[src/rtl/joystick_axis_map_direction_latch_unit_assert.svh]
// Assertion shorthands shared by jamdl_ctrl and jamdl_dp.
// Each expects clk and arst_n in scope.
`ifndef JOYSTICK_AXIS_MAP_DIRECTION_LATCH_UNIT_ASSERT_SVH
`define JOYSTICK_AXIS_MAP_DIRECTION_LATCH_UNIT_ASSERT_SVH

// same-cycle implication
`define JAMDL_ASSERT_IMP(lbl, ante, cons, msg) \
	lbl: assert property (@(posedge clk) disable iff (!arst_n) (ante) |-> (cons)) \
		else $error(msg);

// next-cycle implication
`define JAMDL_ASSERT_NXT(lbl, ante, cons, msg) \
	lbl: assert property (@(posedge clk) disable iff (!arst_n) (ante) |=> (cons)) \
		else $error(msg);

`endif

[src/rtl/jamdl_pkg.sv]
package jamdl_pkg;

	// field widths
	localparam int RAW_W     = 10;
	localparam int AXIS_W    = 16;
	localparam int DIR_W     = 3;
	localparam int CFG_IDX_W = 3;

	// signed offset raw - centre + limit, and its magnitude
	localparam int OFS_W  = RAW_W + 2;
	// signed span hi - lo + 1; magnitude takes SPAN_W - 1 bits
	localparam int SPAN_W = AXIS_W + 2;

	// dividend magnitude: 1023 * 65536 < 2**26
	localparam int DVD_W        = 26;
	localparam int RADIX_BITS   = 2;
	localparam int FINE_STEPS   = DVD_W / RADIX_BITS;
	// coarse span is 11: 1023 * 11 < 2**14
	localparam int COARSE_W     = 14;
	localparam int COARSE_STEPS = COARSE_W / RADIX_BITS;
	localparam int COARSE_SHIFT = DVD_W - COARSE_W;
	localparam int CNT_W        = 4;

	// quotient and sum widths
	localparam int QUO_W = DVD_W + 1;
	localparam int SUM_W = DVD_W + 2;

	localparam logic [RAW_W-1:0]         RAW_MAX   = 10'd1023;
	localparam logic signed [AXIS_W-1:0] COARSE_LO = -16'sd5;
	localparam logic signed [AXIS_W-1:0] COARSE_HI = 16'sd5;
	localparam logic signed [AXIS_W-1:0] AXIS_NEG_MAX = -16'sd32768;
	localparam logic signed [AXIS_W-1:0] AXIS_POS_MAX = 16'sd32767;

	// coarse values fit in 4 bits signed
	localparam int CRS_W = 4;
	localparam logic signed [CRS_W-1:0] TRIP_HI = 4'sd3;
	localparam logic signed [CRS_W-1:0] TRIP_LO = -4'sd3;
	localparam logic signed [CRS_W-1:0] CRS_MAX = 4'sd5;
	localparam logic signed [CRS_W-1:0] CRS_MIN = -4'sd5;

	// register map
	typedef enum logic [CFG_IDX_W-1:0] {
		CFG_X_CENTER  = 3'd0,
		CFG_Y_CENTER  = 3'd1,
		CFG_X_FLIP    = 3'd2,
		CFG_Y_FLIP    = 3'd3,
		CFG_RANGE_MIN = 3'd4,
		CFG_RANGE_MAX = 3'd5
	} cfg_idx_t;

	typedef enum logic [DIR_W-1:0] {
		DIR_NONE   = 3'd0,
		DIR_LEFT   = 3'd1,
		DIR_RIGHT  = 3'd2,
		DIR_DOWN   = 3'd3,
		DIR_UP     = 3'd4,
		DIR_SELECT = 3'd5
	} dir_t;

	// one mapping pass of the shared arithmetic
	typedef enum logic [1:0] {
		OP_X_FINE   = 2'd0,
		OP_Y_FINE   = 2'd1,
		OP_X_COARSE = 2'd2,
		OP_Y_COARSE = 2'd3
	} axis_op_t;

	typedef struct packed {
		logic     capture;
		logic     prep;
		logic     mul;
		logic     div_step;
		logic     add;
		logic     clamp;
		logic     emit;
		axis_op_t op;
	} cmd_t;

	typedef struct packed {
		logic kind;
		logic out_free;
	} stat_t;

endpackage

[src/rtl/joystick_axis_map_direction_latch_unit.sv]
// Two-axis joystick mapper with a latched digital direction. A sample beat
// (kind 0) maps X and Y around their calibrated centres onto the configured
// output range and updates the pending direction from a coarse -5..5 map,
// or latches it when both coarse values are 0 and select is high; a read
// beat (kind 1) returns the latched direction and consumes it. One result
// beat per input beat. All four axis maps share one divider that retires
// two quotient bits per cycle; each map runs prep, multiply, divide steps,
// add and clamp (reads skip the maps); new beats are accepted only in idle.
// The output register lets a new beat be accepted while a result waits; the
// result cycle of the next beat stalls until that register is taken.
// Register writes are taken every cycle and must be issued while idle.
module joystick_axis_map_direction_latch_unit (
	input  logic                                   clk,
	input  logic                                   arst_n,
	// input channel
	input  logic                                   in_valid,
	output logic                                   in_ready,
	input  logic                                   kind,
	input  logic [jamdl_pkg::RAW_W-1:0]            x_raw,
	input  logic [jamdl_pkg::RAW_W-1:0]            y_raw,
	input  logic                                   select_level,
	// register write channel
	input  logic                                   cfg_valid,
	output logic                                   cfg_ready,
	input  logic [jamdl_pkg::CFG_IDX_W-1:0]        cfg_index,
	input  logic [jamdl_pkg::AXIS_W-1:0]           cfg_data,
	// result channel
	output logic                                   out_valid,
	input  logic                                   out_ready,
	output logic signed [jamdl_pkg::AXIS_W-1:0]    x_axis,
	output logic signed [jamdl_pkg::AXIS_W-1:0]    y_axis,
	output logic [jamdl_pkg::DIR_W-1:0]            direction
);

	jamdl_pkg::cmd_t  cmd;
	jamdl_pkg::stat_t stat;

	// sequencer
	jamdl_ctrl u_ctrl (
		.clk      (clk),
		.arst_n   (arst_n),
		.in_valid (in_valid),
		.in_ready (in_ready),
		.stat     (stat),
		.cmd      (cmd)
	);

	// arithmetic, state and output register
	jamdl_dp u_dp (
		.clk          (clk),
		.arst_n       (arst_n),
		.cmd          (cmd),
		.stat         (stat),
		.kind         (kind),
		.x_raw        (x_raw),
		.y_raw        (y_raw),
		.select_level (select_level),
		.cfg_valid    (cfg_valid),
		.cfg_ready    (cfg_ready),
		.cfg_index    (cfg_index),
		.cfg_data     (cfg_data),
		.out_valid    (out_valid),
		.out_ready    (out_ready),
		.x_axis       (x_axis),
		.y_axis       (y_axis),
		.direction    (direction)
	);

endmodule

[src/rtl/jamdl_ctrl.sv]
`include "joystick_axis_map_direction_latch_unit_assert.svh"

module jamdl_ctrl (
	input  logic                clk,
	input  logic                arst_n,
	input  logic                in_valid,
	output logic                in_ready,
	input  jamdl_pkg::stat_t    stat,
	output jamdl_pkg::cmd_t     cmd
);

	typedef enum logic [2:0] {
		ST_IDLE,
		ST_PREP,
		ST_MUL,
		ST_DIV,
		ST_ADD,
		ST_CLAMP,
		ST_EMIT
	} state_t;

	state_t                          state_q;
	jamdl_pkg::axis_op_t             op_q;
	logic [jamdl_pkg::CNT_W-1:0]     cnt_q;
	logic                            coarse;

	assign coarse = (op_q == jamdl_pkg::OP_X_COARSE) || (op_q == jamdl_pkg::OP_Y_COARSE);

	// commands decoded from state
	always_comb begin
		cmd          = '0;
		cmd.op       = op_q;
		cmd.capture  = (state_q == ST_IDLE) && in_valid;
		cmd.prep     = (state_q == ST_PREP);
		cmd.mul      = (state_q == ST_MUL);
		cmd.div_step = (state_q == ST_DIV);
		cmd.add      = (state_q == ST_ADD);
		cmd.clamp    = (state_q == ST_CLAMP);
		cmd.emit     = (state_q == ST_EMIT) && stat.out_free;
	end

	assign in_ready = (state_q == ST_IDLE);

	// sequencer: four mapping passes per sample, reads go straight out
	always_ff @(posedge clk or negedge arst_n) begin
		if (!arst_n) begin
			state_q <= ST_IDLE;
			op_q    <= jamdl_pkg::OP_X_FINE;
			cnt_q   <= '0;
		end else begin
			case (state_q)
				ST_IDLE: begin
					if (in_valid) begin
						state_q <= ST_PREP;
						op_q    <= jamdl_pkg::OP_X_FINE;
					end
				end
				ST_PREP: begin
					if (stat.kind) state_q <= ST_EMIT;
					else state_q <= ST_MUL;
				end
				ST_MUL: begin
					state_q <= ST_DIV;
					if (coarse) cnt_q <= jamdl_pkg::CNT_W'(jamdl_pkg::COARSE_STEPS - 1);
					else cnt_q <= jamdl_pkg::CNT_W'(jamdl_pkg::FINE_STEPS - 1);
				end
				ST_DIV: begin
					if (cnt_q == '0) state_q <= ST_ADD;
					else cnt_q <= cnt_q - 1'b1;
				end
				ST_ADD: begin
					state_q <= ST_CLAMP;
				end
				ST_CLAMP: begin
					if (op_q == jamdl_pkg::OP_Y_COARSE) begin
						state_q <= ST_EMIT;
					end else begin
						state_q <= ST_PREP;
						op_q    <= jamdl_pkg::axis_op_t'(op_q + 2'd1);
					end
				end
				ST_EMIT: begin
					if (stat.out_free) state_q <= ST_IDLE;
				end
				default: begin
					state_q <= ST_IDLE;
				end
			endcase
		end
	end

	`JAMDL_ASSERT_NXT(a_accept_busy, in_valid && in_ready, !in_ready, "ready held after accept")
	`JAMDL_ASSERT_NXT(a_emit_idle, cmd.emit, in_ready, "not idle after result beat")
	`JAMDL_ASSERT_IMP(a_capture_idle, cmd.capture, in_ready, "capture outside idle")

endmodule

[src/rtl/jamdl_dp.sv]
`include "joystick_axis_map_direction_latch_unit_assert.svh"

module jamdl_dp (
	input  logic                                   clk,
	input  logic                                   arst_n,
	input  jamdl_pkg::cmd_t                        cmd,
	output jamdl_pkg::stat_t                       stat,
	// input item
	input  logic                                   kind,
	input  logic [jamdl_pkg::RAW_W-1:0]            x_raw,
	input  logic [jamdl_pkg::RAW_W-1:0]            y_raw,
	input  logic                                   select_level,
	// register writes
	input  logic                                   cfg_valid,
	output logic                                   cfg_ready,
	input  logic [jamdl_pkg::CFG_IDX_W-1:0]        cfg_index,
	input  logic [jamdl_pkg::AXIS_W-1:0]           cfg_data,
	// result
	output logic                                   out_valid,
	input  logic                                   out_ready,
	output logic signed [jamdl_pkg::AXIS_W-1:0]    x_axis,
	output logic signed [jamdl_pkg::AXIS_W-1:0]    y_axis,
	output logic [jamdl_pkg::DIR_W-1:0]            direction
);

	// configuration
	logic [jamdl_pkg::RAW_W-1:0]         x_center_q, y_center_q;
	logic                                x_flip_q, y_flip_q;
	logic signed [jamdl_pkg::AXIS_W-1:0] range_min_q, range_max_q;

	// captured item
	logic                                kind_q;
	logic [jamdl_pkg::RAW_W-1:0]         x_raw_q, y_raw_q;
	logic                                sel_lvl_q;

	// arithmetic registers
	logic [jamdl_pkg::RAW_W-1:0]         ofs_mag_q;
	logic [jamdl_pkg::SPAN_W-2:0]        span_mag_q;
	logic                                neg_q;
	logic [jamdl_pkg::RAW_W-1:0]         dsr_q;
	logic [jamdl_pkg::DVD_W-1:0]         dvd_q;
	logic [jamdl_pkg::RAW_W-1:0]         rem_q;
	logic signed [jamdl_pkg::SUM_W-1:0]  sum_q;

	// per-pass results
	logic signed [jamdl_pkg::AXIS_W-1:0] x_axis_q, y_axis_q;
	logic signed [jamdl_pkg::CRS_W-1:0]  cx_q, cy_q;

	// direction state
	jamdl_pkg::dir_t                     pending_q, latched_q;

	// output register
	logic                                out_valid_q;
	logic signed [jamdl_pkg::AXIS_W-1:0] out_x_q, out_y_q;
	jamdl_pkg::dir_t                     out_dir_q;

	// pass operand selection
	logic                                op_y, op_coarse;
	logic [jamdl_pkg::RAW_W-1:0]         raw_sel, ctr_sel;
	logic                                flip_sel;
	logic signed [jamdl_pkg::AXIS_W-1:0] lo_sel, hi_sel;

	assign op_y = (cmd.op == jamdl_pkg::OP_Y_FINE) || (cmd.op == jamdl_pkg::OP_Y_COARSE);
	assign op_coarse = (cmd.op == jamdl_pkg::OP_X_COARSE) ||
		(cmd.op == jamdl_pkg::OP_Y_COARSE);
	assign raw_sel  = op_y ? y_raw_q : x_raw_q;
	assign ctr_sel  = op_y ? y_center_q : x_center_q;
	assign flip_sel = op_y ? y_flip_q : x_flip_q;
	assign lo_sel   = op_coarse ? jamdl_pkg::COARSE_LO : range_min_q;
	assign hi_sel   = op_coarse ? jamdl_pkg::COARSE_HI : range_max_q;

	assign cfg_ready = 1'b1;

	// register writes; unknown indexes are dropped
	always_ff @(posedge clk or negedge arst_n) begin
		if (!arst_n) begin
			x_center_q  <= 10'd512;
			y_center_q  <= 10'd512;
			x_flip_q    <= 1'b0;
			y_flip_q    <= 1'b0;
			range_min_q <= -16'sd500;
			range_max_q <= 16'sd500;
		end else if (cfg_valid) begin
			case (cfg_index)
				jamdl_pkg::CFG_X_CENTER:  x_center_q  <= cfg_data[jamdl_pkg::RAW_W-1:0];
				jamdl_pkg::CFG_Y_CENTER:  y_center_q  <= cfg_data[jamdl_pkg::RAW_W-1:0];
				jamdl_pkg::CFG_X_FLIP:    x_flip_q    <= cfg_data[0];
				jamdl_pkg::CFG_Y_FLIP:    y_flip_q    <= cfg_data[0];
				jamdl_pkg::CFG_RANGE_MIN: range_min_q <= $signed(cfg_data);
				jamdl_pkg::CFG_RANGE_MAX: range_max_q <= $signed(cfg_data);
				default: ;
			endcase
		end
	end

	// item capture
	always_ff @(posedge clk) begin
		if (cmd.capture) begin
			kind_q    <= kind;
			x_raw_q   <= x_raw;
			y_raw_q   <= y_raw;
			sel_lvl_q <= select_level;
		end
	end

	assign stat.kind     = kind_q;
	assign stat.out_free = !out_valid_q || out_ready;

	// prep: limit, divisor, operand magnitudes and sign
	logic [jamdl_pkg::RAW_W-1:0]         lim_alt, limit;
	logic signed [jamdl_pkg::OFS_W-1:0]  ofs, ofs_abs;
	logic signed [jamdl_pkg::SPAN_W-1:0] span, span_abs;

	always_comb begin
		lim_alt  = jamdl_pkg::RAW_MAX - ctr_sel;
		limit    = (ctr_sel < lim_alt) ? ctr_sel : lim_alt;
		ofs      = $signed({2'b00, raw_sel}) - $signed({2'b00, ctr_sel})
			+ $signed({2'b00, limit});
		ofs_abs  = ofs[jamdl_pkg::OFS_W-1] ? -ofs : ofs;
		span     = $signed({{2{hi_sel[jamdl_pkg::AXIS_W-1]}}, hi_sel})
			- $signed({{2{lo_sel[jamdl_pkg::AXIS_W-1]}}, lo_sel})
			+ jamdl_pkg::SPAN_W'(1);
		span_abs = span[jamdl_pkg::SPAN_W-1] ? -span : span;
	end

	// divider step: two restoring steps per cycle
	logic [jamdl_pkg::DVD_W-1:0] dvd_nx;
	logic [jamdl_pkg::RAW_W-1:0] rem_nx;
	logic [jamdl_pkg::RAW_W:0]   trial;

	always_comb begin
		dvd_nx = dvd_q;
		rem_nx = rem_q;
		trial  = '0;
		for (int i = 0; i < jamdl_pkg::RADIX_BITS; i++) begin
			trial  = {rem_nx, dvd_nx[jamdl_pkg::DVD_W-1]};
			dvd_nx = {dvd_nx[jamdl_pkg::DVD_W-2:0], 1'b0};
			if (trial >= {1'b0, dsr_q}) begin
				rem_nx    = jamdl_pkg::RAW_W'(trial - {1'b0, dsr_q});
				dvd_nx[0] = 1'b1;
			end else begin
				rem_nx = trial[jamdl_pkg::RAW_W-1:0];
			end
		end
	end

	// multiply, divide and signed sum
	logic [jamdl_pkg::DVD_W:0]          prod;
	logic signed [jamdl_pkg::QUO_W-1:0] quo;

	assign prod = ofs_mag_q * span_mag_q;
	assign quo  = neg_q ? -$signed({1'b0, dvd_q}) : $signed({1'b0, dvd_q});

	always_ff @(posedge clk) begin
		if (cmd.prep) begin
			ofs_mag_q  <= ofs_abs[jamdl_pkg::RAW_W-1:0];
			span_mag_q <= span_abs[jamdl_pkg::SPAN_W-2:0];
			neg_q      <= ofs[jamdl_pkg::OFS_W-1] ^ span[jamdl_pkg::SPAN_W-1];
			dsr_q      <= {limit[jamdl_pkg::RAW_W-2:0], 1'b1};
		end
		if (cmd.mul) begin
			rem_q <= '0;
			if (op_coarse) dvd_q <= prod[jamdl_pkg::DVD_W-1:0] << jamdl_pkg::COARSE_SHIFT;
			else dvd_q <= prod[jamdl_pkg::DVD_W-1:0];
		end else if (cmd.div_step) begin
			rem_q <= rem_nx;
			dvd_q <= dvd_nx;
		end
		if (cmd.add) begin
			sum_q <= jamdl_pkg::SUM_W'(quo) + jamdl_pkg::SUM_W'(lo_sel);
		end
	end

	// clamp to bounds, then optional negate with saturation
	logic signed [jamdl_pkg::AXIS_W-1:0] clamped, mapped;

	always_comb begin
		if (sum_q < jamdl_pkg::SUM_W'(lo_sel)) clamped = lo_sel;
		else if (sum_q > jamdl_pkg::SUM_W'(hi_sel)) clamped = hi_sel;
		else clamped = sum_q[jamdl_pkg::AXIS_W-1:0];
		if (!flip_sel) mapped = clamped;
		else if (clamped == jamdl_pkg::AXIS_NEG_MAX) mapped = jamdl_pkg::AXIS_POS_MAX;
		else mapped = -clamped;
	end

	always_ff @(posedge clk) begin
		if (cmd.clamp) begin
			case (cmd.op)
				jamdl_pkg::OP_X_FINE:   x_axis_q <= mapped;
				jamdl_pkg::OP_Y_FINE:   y_axis_q <= mapped;
				jamdl_pkg::OP_X_COARSE: cx_q     <= mapped[jamdl_pkg::CRS_W-1:0];
				jamdl_pkg::OP_Y_COARSE: cy_q     <= mapped[jamdl_pkg::CRS_W-1:0];
				default: ;
			endcase
		end
	end

	// direction rules, later ones win
	jamdl_pkg::dir_t dir_nx;
	logic            centered;

	always_comb begin
		dir_nx = pending_q;
		if (cx_q < jamdl_pkg::TRIP_LO) dir_nx = jamdl_pkg::DIR_LEFT;
		if (cx_q > jamdl_pkg::TRIP_HI) dir_nx = jamdl_pkg::DIR_RIGHT;
		if (cy_q < jamdl_pkg::TRIP_LO) dir_nx = jamdl_pkg::DIR_DOWN;
		if (cy_q > jamdl_pkg::TRIP_HI) dir_nx = jamdl_pkg::DIR_UP;
		if (!sel_lvl_q) dir_nx = jamdl_pkg::DIR_SELECT;
		centered = (cx_q == '0) && (cy_q == '0) && sel_lvl_q;
	end

	// direction state update on result beat
	always_ff @(posedge clk or negedge arst_n) begin
		if (!arst_n) begin
			pending_q <= jamdl_pkg::DIR_NONE;
			latched_q <= jamdl_pkg::DIR_NONE;
		end else if (cmd.emit) begin
			if (kind_q) begin
				if (latched_q != jamdl_pkg::DIR_NONE) begin
					pending_q <= jamdl_pkg::DIR_NONE;
					latched_q <= jamdl_pkg::DIR_NONE;
				end
			end else if (centered) begin
				latched_q <= dir_nx;
				pending_q <= jamdl_pkg::DIR_NONE;
			end else begin
				pending_q <= dir_nx;
			end
		end
	end

	// output register
	always_ff @(posedge clk or negedge arst_n) begin
		if (!arst_n) begin
			out_valid_q <= 1'b0;
		end else if (cmd.emit) begin
			out_valid_q <= 1'b1;
		end else if (out_ready) begin
			out_valid_q <= 1'b0;
		end
	end

	always_ff @(posedge clk) begin
		if (cmd.emit) begin
			if (kind_q) begin
				out_x_q   <= '0;
				out_y_q   <= '0;
				out_dir_q <= latched_q;
			end else begin
				out_x_q   <= x_axis_q;
				out_y_q   <= y_axis_q;
				out_dir_q <= jamdl_pkg::DIR_NONE;
			end
		end
	end

	assign out_valid = out_valid_q;
	assign x_axis    = out_x_q;
	assign y_axis    = out_y_q;
	assign direction = out_dir_q;

	// terms for the checks below
	logic read_hit, dir_clear, crs_in_range;

	assign read_hit     = cmd.emit && kind_q && (latched_q != jamdl_pkg::DIR_NONE);
	assign dir_clear    = (latched_q == jamdl_pkg::DIR_NONE) &&
		(pending_q == jamdl_pkg::DIR_NONE);
	assign crs_in_range = (cx_q >= jamdl_pkg::CRS_MIN) && (cx_q <= jamdl_pkg::CRS_MAX) &&
		(cy_q >= jamdl_pkg::CRS_MIN) && (cy_q <= jamdl_pkg::CRS_MAX);

	`JAMDL_ASSERT_IMP(a_rem_below_dsr, cmd.div_step, rem_q < dsr_q, "remainder not below divisor")
	`JAMDL_ASSERT_NXT(a_read_consumes, read_hit, dir_clear, "read did not clear direction")
	`JAMDL_ASSERT_IMP(a_coarse_range, cmd.emit && !kind_q, crs_in_range, "coarse axis out of range")

endmodule

[config.mk]
export PLATFORM = sky130hd
export DESIGN_NAME = joystick_axis_map_direction_latch_unit
export DESIGN_NICKNAME = d
export VERILOG_FILES = /design/src/rtl/jamdl_pkg.sv /design/src/rtl/joystick_axis_map_direction_latch_unit.sv /design/src/rtl/jamdl_ctrl.sv /design/src/rtl/jamdl_dp.sv
export VERILOG_INCLUDE_DIRS = /design/src /design/src/rtl
export SDC_FILE = /design/constraint.sdc
export NUM_CORES = 1
export LEC_CHECK = 0
export BUFFER_PORTS_ARGS = -buffer_cell sky130_fd_sc_hd__buf_4
export CAP_MARGIN = 20
export CORE_UTILIZATION = 30
export DETAILED_ROUTE_END_ITERATION = 8
export PLACE_DENSITY = 0.56
export SLEW_MARGIN = 0
export SYNTH_ARGS = -nofsm -noshare
export SYNTH_HDL_FRONTEND = slang
export SYNTH_SLANG_ARGS = --single-unit
[constraint.sdc]
create_clock -name clk -period 13 [get_ports clk]
set_input_delay 2.6 -clock clk [delete_from_list [all_inputs] [get_ports clk]]
set_output_delay 2.6 -clock clk [all_outputs]
set_load 0.01 [all_outputs]
==> impl_metrics.yaml, run 1 <==
finish:
  final_common_cell: "inv_1"
  layout_common_cells: "233 x inv_1, 221 x ha_1, 202 x nand2_1, 188 x edfxtp_1, 123 x fa_1"
  antenna_cells: 0
  area_growth_pct: 12.1
  nFillCells: 7465
  drive_gt1_frac: 0.129
  nets: 2691
clocking:
  cts_buffers: 30
  path_clk_slew_ns: 0.06
  post_cts_resized: 0
  cts_tree: "yes"
  cts_max_path_buffers: 3
  ctsHoldBuffers: 0
  cts.sinks: 268
  cts-root-buf: "clkbuf_16"
  clk_latency_ns: 0.57
  post-cts-setup-buffers: 0
  htree_levels: 1
timing:
  worst_pin_slew_ns: 1.02
  finalSetupTns_ns: 0
  holdWs_ns: 0.476
  layout_min_cycle_time_ns: 6.12
  slew_headroom: 0.300
  period_share: 0.471
  fin_skew_ns: 0.0144
  fmax_mhz: 163
  hold_viol_final: 0
  slew_viol_final: 0
  setup_viol: 0
  rsz0062_at_grt: "no"
floorplan:
  dieWidth_um: 276
  num_io_pins: 84
  fp.coreArea_um2: 74400
  start_util: 0.303
  row_count: 100
  die_area_um2: 76400
  fp.dieH_um: 276
global_route:
  grt_max_degree: 71
  grt.total_usage: 0.150
  grt_pass1_vias: 17157
  antenna_found_initial: 0
  gr-total-overflow: 0
  grt_first_pass_wirelength_mm: 92.7
route:
  drc_errors: 0
  route.vias.total: 16592
  routed_wl_mm: 58.2
  via_per_inst: 5.04
  wl_per_cell_um: 17.7
  postRouteAntennaNets: 0
  drtPass1Iterations: 5
  drt_iter0_drc: 1094
status:
  outcome: "finished clean"
setup_path:
  critPathMaxFanout: 17
  crit_arrival_ns: 6.57
  endpoint_kind: "flip-flop"
  worstSetupStartpointType: "flip-flop"
  crit_type: "reg2reg"
  crit_required_ns: 13.44
logic_synthesis:
  yosysSeqAreaShare: 0.337
  synth.avg_cell_area_um2: 10.1
  synthCells: 2245
  synthFlopType: "edfxtp_1"
  synth_seq_cells: 268
  synth_edf_count: 188
  yosysWarnings: 0
  ys_types: 98
  synthesis.nets: 2635
  ys_async_sr_fraction: 0.261
  synth.cell_area_um2: 22600
place:
  gp_congestion: 0.897
  io_buffers: 82
  place_hpwl_mm: 45.8
min_path:
  hold_path.class: "reg2reg"
run:
  maxCapViolCount: 0
==> final timing paths <==
path | startpoint | endpoint | slack, ns | depth (start not counted)
worst max-delay path | u_dp.ofs_mag_q[3] | u_dp.dvd_q[25] | 6.88 | 21
worst min-delay path | u_dp.rem_q[9] | u_dp.rem_q[9] | 0.48 | 2
worst max register to register | u_dp.ofs_mag_q[3] | u_dp.dvd_q[25] | 6.88 | 21
worst min register to register | u_dp.rem_q[9] | u_dp.rem_q[9] | 0.48 | 2
max in group asynchronous | arst_n | u_dp.range_max_q[15] | 10.22 | 1
min in group asynchronous | arst_n | u_dp.x_center_q[0] | 2.18 | 1
==> worst max-delay path: stages, from the launching register on <==
cell and delay [ns]:
edfxtp_1 0.70, nand2_1 0.16, fa_1 0.55, inv_1 0.05, fa_1 0.50, inv_1 0.05
fa_1 0.47, inv_1 0.05, fa_1 0.52, inv_1 0.05, fa_1 0.52, inv_1 0.04
ha_1 0.30, o21a_1 0.12, nor2_1 0.06, o31ai_1 0.46, a311o_1 0.31, nand2_1 0.07
o21ai_0 0.43, a31oi_1 0.20, o21ai_0 0.20, a41o_1 0.19
==> through the flow <==
stage	worst slack [ns]	std cells	utilization	cell area (um^2)
after floorplan	6.14	2245	-	22600
after global placement	6.84	3234	0.326	24300
after detailed placement	6.86	3235	0.326	24300
after CTS	6.86	3291	0.339	25300
after global routing	6.25	3294	0.340	25300
final	6.88	3294	0.340	25300
==> sequential cells by signal (all words and copies together) (netlist names), 16 cells and up <==
register          flops
u_dp.dvd_q           26
u_dp.range_max_q     16
u_dp.range_min_q     16
u_dp.span_mag_q      17
u_dp.sum_q           28
u_dp.x_axis          16
u_dp.x_axis_q        16
u_dp.y_axis          16
u_dp.y_axis_q        16
==> final cells by class <==
| type | count | area, um^2 | share of cell area |
|---|---|---|---|
| clock buffer | 40 | 830 | 0.0328 |
| inverter | 233 | 875 | 0.0345 |
| timing repair buffer | 102 | 791 | 0.0312 |
| multi-input combinational | 1666 | 13800 | 0.546 |
| sequential | 268 | 7620 | 0.301 |
| clock inverter | 16 | 179 | 0.00707 |
| tap | 969 | 1210 | 0.0479 |
==> metal layers <==
| layer | routed length (um) | vias to the layer above | GRT usage |
|---|---|---|---|
| met2 | 28200 | 299 | 0.264 |
| li1 | - | 7939 | - |
| met1 | 27200 | 8276 | 0.199 |
| met3 | 1560 | 78 | 0.0136 |
| met5 | 0 | - | 0 |
| met4 | 1160 | 0 | 0.0302 |
==> synthesized netlist by cell type, types with 21 or more instances <==
library cell  count  area share
fa_1            123        0.11
nor2b_1          55       0.015
nand2b_1         22      0.0061
edfxtp_1        188        0.25
o21ai_0          80       0.018
a21o_1           33       0.011
ha_1            221        0.12
and2_1           96       0.027
o31ai_1          23      0.0076
nand2_1         202       0.034
xnor2_1         102       0.040
or3_1            27      0.0075
nor3_1           24      0.0053
nor2_1          115       0.019
nand3_1          39      0.0086
clkbuf_1         67       0.011
mux2_2           78       0.039
inv_1           233       0.039
a21oi_1         117       0.026
a31oi_1          21      0.0058
dfrtp_1          53       0.059
xor2_1           47       0.018
==> kinds of logic (layout without fill, tap and decap cells) <==
logic type / Yosys count / after routing / share of synthesized area
AND/OR/NAND/NOR: 661 / 661 / 0.149
AO/OA/AOI/OAI: 414 / 414 / 0.124
adder cells (fa/ha/maj): 344 / 344 / 0.231
buffers and inverters: 311 / 391 / 0.0529
flip-flops: 268 / 268 / 0.337
XOR/XNOR: 149 / 149 / 0.0578
multiplexers: 97 / 97 / 0.0474
other: 1 / 1 / 0.000166
Power of run 1 is left out: the tool's default activity adds up to more than one toggle a clock period on the data nets, which glitch-free logic cannot reach.
==> run 2, diff against run 1 <==
==> constraint.sdc (replaced) <==
create_clock -name clk -period 5.9 [get_ports clk]
set_input_delay 1.18 -clock clk [delete_from_list [all_inputs] [get_ports clk]]
set_output_delay 1.18 -clock clk [all_outputs]
set_load 0.01 [all_outputs]
==> run 2 against run 1 <==
Compared with the run above:
- critical path depth unchanged
- global-route usage grew 0.66 points
- clock-buffer cell count increased by 2
- setup slack got worse by 6.6 ns
- register-to-register slack worse by 6.6 ns
- die area did not move
- sequential share of layout area decreased by 0.50 points
- non-clock buffer count increased by 54
- core utilization increased by 0.57 points
- routed wire length up 3.1%
- via count up 1.8%
- sequential cell count unchanged
==> impl_metrics.yaml, run 2 (synthesis results as in run 1) <==
floorplan:
  die_area_um2: 76400
  row_count: 100
  fp.coreArea_um2: 74400
  num_io_pins: 84
  start_util: 0.303
  dieWidth_um: 276
  fp.dieH_um: 276
place:
  io_buffers: 82
  gp_congestion: 0.908
  place_hpwl_mm: 48.2
setup_path:
  worstSetupStartpointType: "flip-flop"
  critPathMaxFanout: 8
  endpoint_kind: "flip-flop"
  crit_type: "reg2reg"
  rrSetupSlack_ns: 0.26
  crit_arrival_ns: 5.96
  crit_required_ns: 6.21
min_path:
  hold_path.class: "reg2reg"
global_route:
  grt_first_pass_wirelength_mm: 96.5
  grt.total_usage: 0.156
  gr-total-overflow: 0
  antenna_found_initial: 1
  grt_max_degree: 71
  grt_pass1_vias: 17539
finish:
  layout_common_cells: "233 x inv_1, 221 x ha_1, 201 x nand2_1, 188 x edfxtp_1, 153 x buf_4"
  largest_register: "u_dp.sum_q"
  nets: 2746
  area_growth_pct: 14.0
  largest_reg_flops: 28
  antenna_cells: 0
  nFillCells: 7445
  reg_top3: "u_dp.sum_q x28, u_dp.dvd_q x26, u_dp.span_mag_q x17"
  drive_gt1_frac: 0.152
  final_common_cell: "inv_1"
clocking:
  cts_max_path_buffers: 3
  clk_latency_ns: 0.57
  htree_levels: 1
  cts_buffers: 31
  cts_tree: "yes"
  cts.sinks: 268
  cts-root-buf: "clkbuf_16"
  ctsHoldBuffers: 0
  path_clk_slew_ns: 0.06
run:
  maxCapViolCount: 0
timing:
  fmax_mhz: 177
  holdWs_ns: 0.462
  hold_viol_final: 0
  worst_pin_slew_ns: 1.07
  slew_viol_final: 0
  period_share: 0.957
  fin_skew_ns: 0.00951
  layout_min_cycle_time_ns: 5.64
  finalSetupTns_ns: 0
  setup_viol: 0
  rsz0062_at_grt: "no"
  slew_headroom: 0.268
status:
  outcome: "finished clean"
route:
  via_per_inst: 5.04
  wl_per_cell_um: 17.9
  routed_wl_mm: 60.0
  postRouteAntennaNets: 0
  drt_iter0_drc: 1100
  route.vias.total: 16889
  drtPass1Iterations: 6
  drc_errors: 0
run 2: path summary, 6_finish.rpt:
check,startpoint,end,depth (start not counted)
min,u_dp.rem_q[9],u_dp.rem_q[9],2
min in group asynchronous,arst_n,u_dp.y_center_q[0],1
max reg2reg,u_dp.span_mag_q[3],u_dp.dvd_q[24],21
max in group asynchronous,arst_n,u_dp.range_max_q[13],1
max,u_dp.span_mag_q[3],u_dp.dvd_q[24],21
min reg2reg,u_dp.rem_q[9],u_dp.rem_q[9],2
run 2: through the flow:
step	worst slack [ns]	instances	instance area (um^2)	utilization
2_1_floorplan	0.0259	2245	22600	-
3_3_place_gp	0.158	3280	24600	0.330
3_5_place_dp	0.0463	3281	24600	0.331
4_1_cts	0.0564	3338	25600	0.344
5_1_grt	0.0233	3349	25700	0.346
6_report	0.256	3349	25700	0.346
run 2: layout make-up:
cell class,instances,area (um^2),area share
Clock inverter,15,123,0.00476
Clock buffer,42,868,0.0337
Tap cell,969,1210,0.0471
Timing Repair Buffer,156,1200,0.0466
Sequential cell,268,7620,0.296
Multi-Input combinational cell,1666,13800,0.538
Inverter,233,875,0.0340
run 2: worst max-delay path: stages, from the launching register on:
cell      delay, ns
edfxtp_1       0.52
and2_1         0.23
fa_1           0.40
fa_1           0.54
inv_1          0.05
fa_1           0.48
inv_1          0.06
fa_1           0.52
inv_1          0.05
fa_1           0.53
inv_1          0.04
ha_1           0.30
o21a_1         0.12
nor2_1         0.06
a311o_1        0.36
a21oi_2        0.17
o221ai_1       0.17
o31ai_1        0.26
nor2_1         0.11
a21oi_1        0.20
xnor2_1        0.13
o21ai_0        0.09
run 2: metal layers:
metal,vias to the layer above,track usage,part of all wire
met3,79,0.0140,0.036
met4,0,0.0332,0.018
met5,-,0,0
met2,401,0.271,0.49
li1,8052,-,-
met1,8357,0.211,0.46
run 2: repair_timing:
action / CTS / global route
endpoints found under the setup margin: 0 / 35
setup buffers: 0 / 8
resized for setup: 0 / 10
Power of run 2 is left out for the same reason.
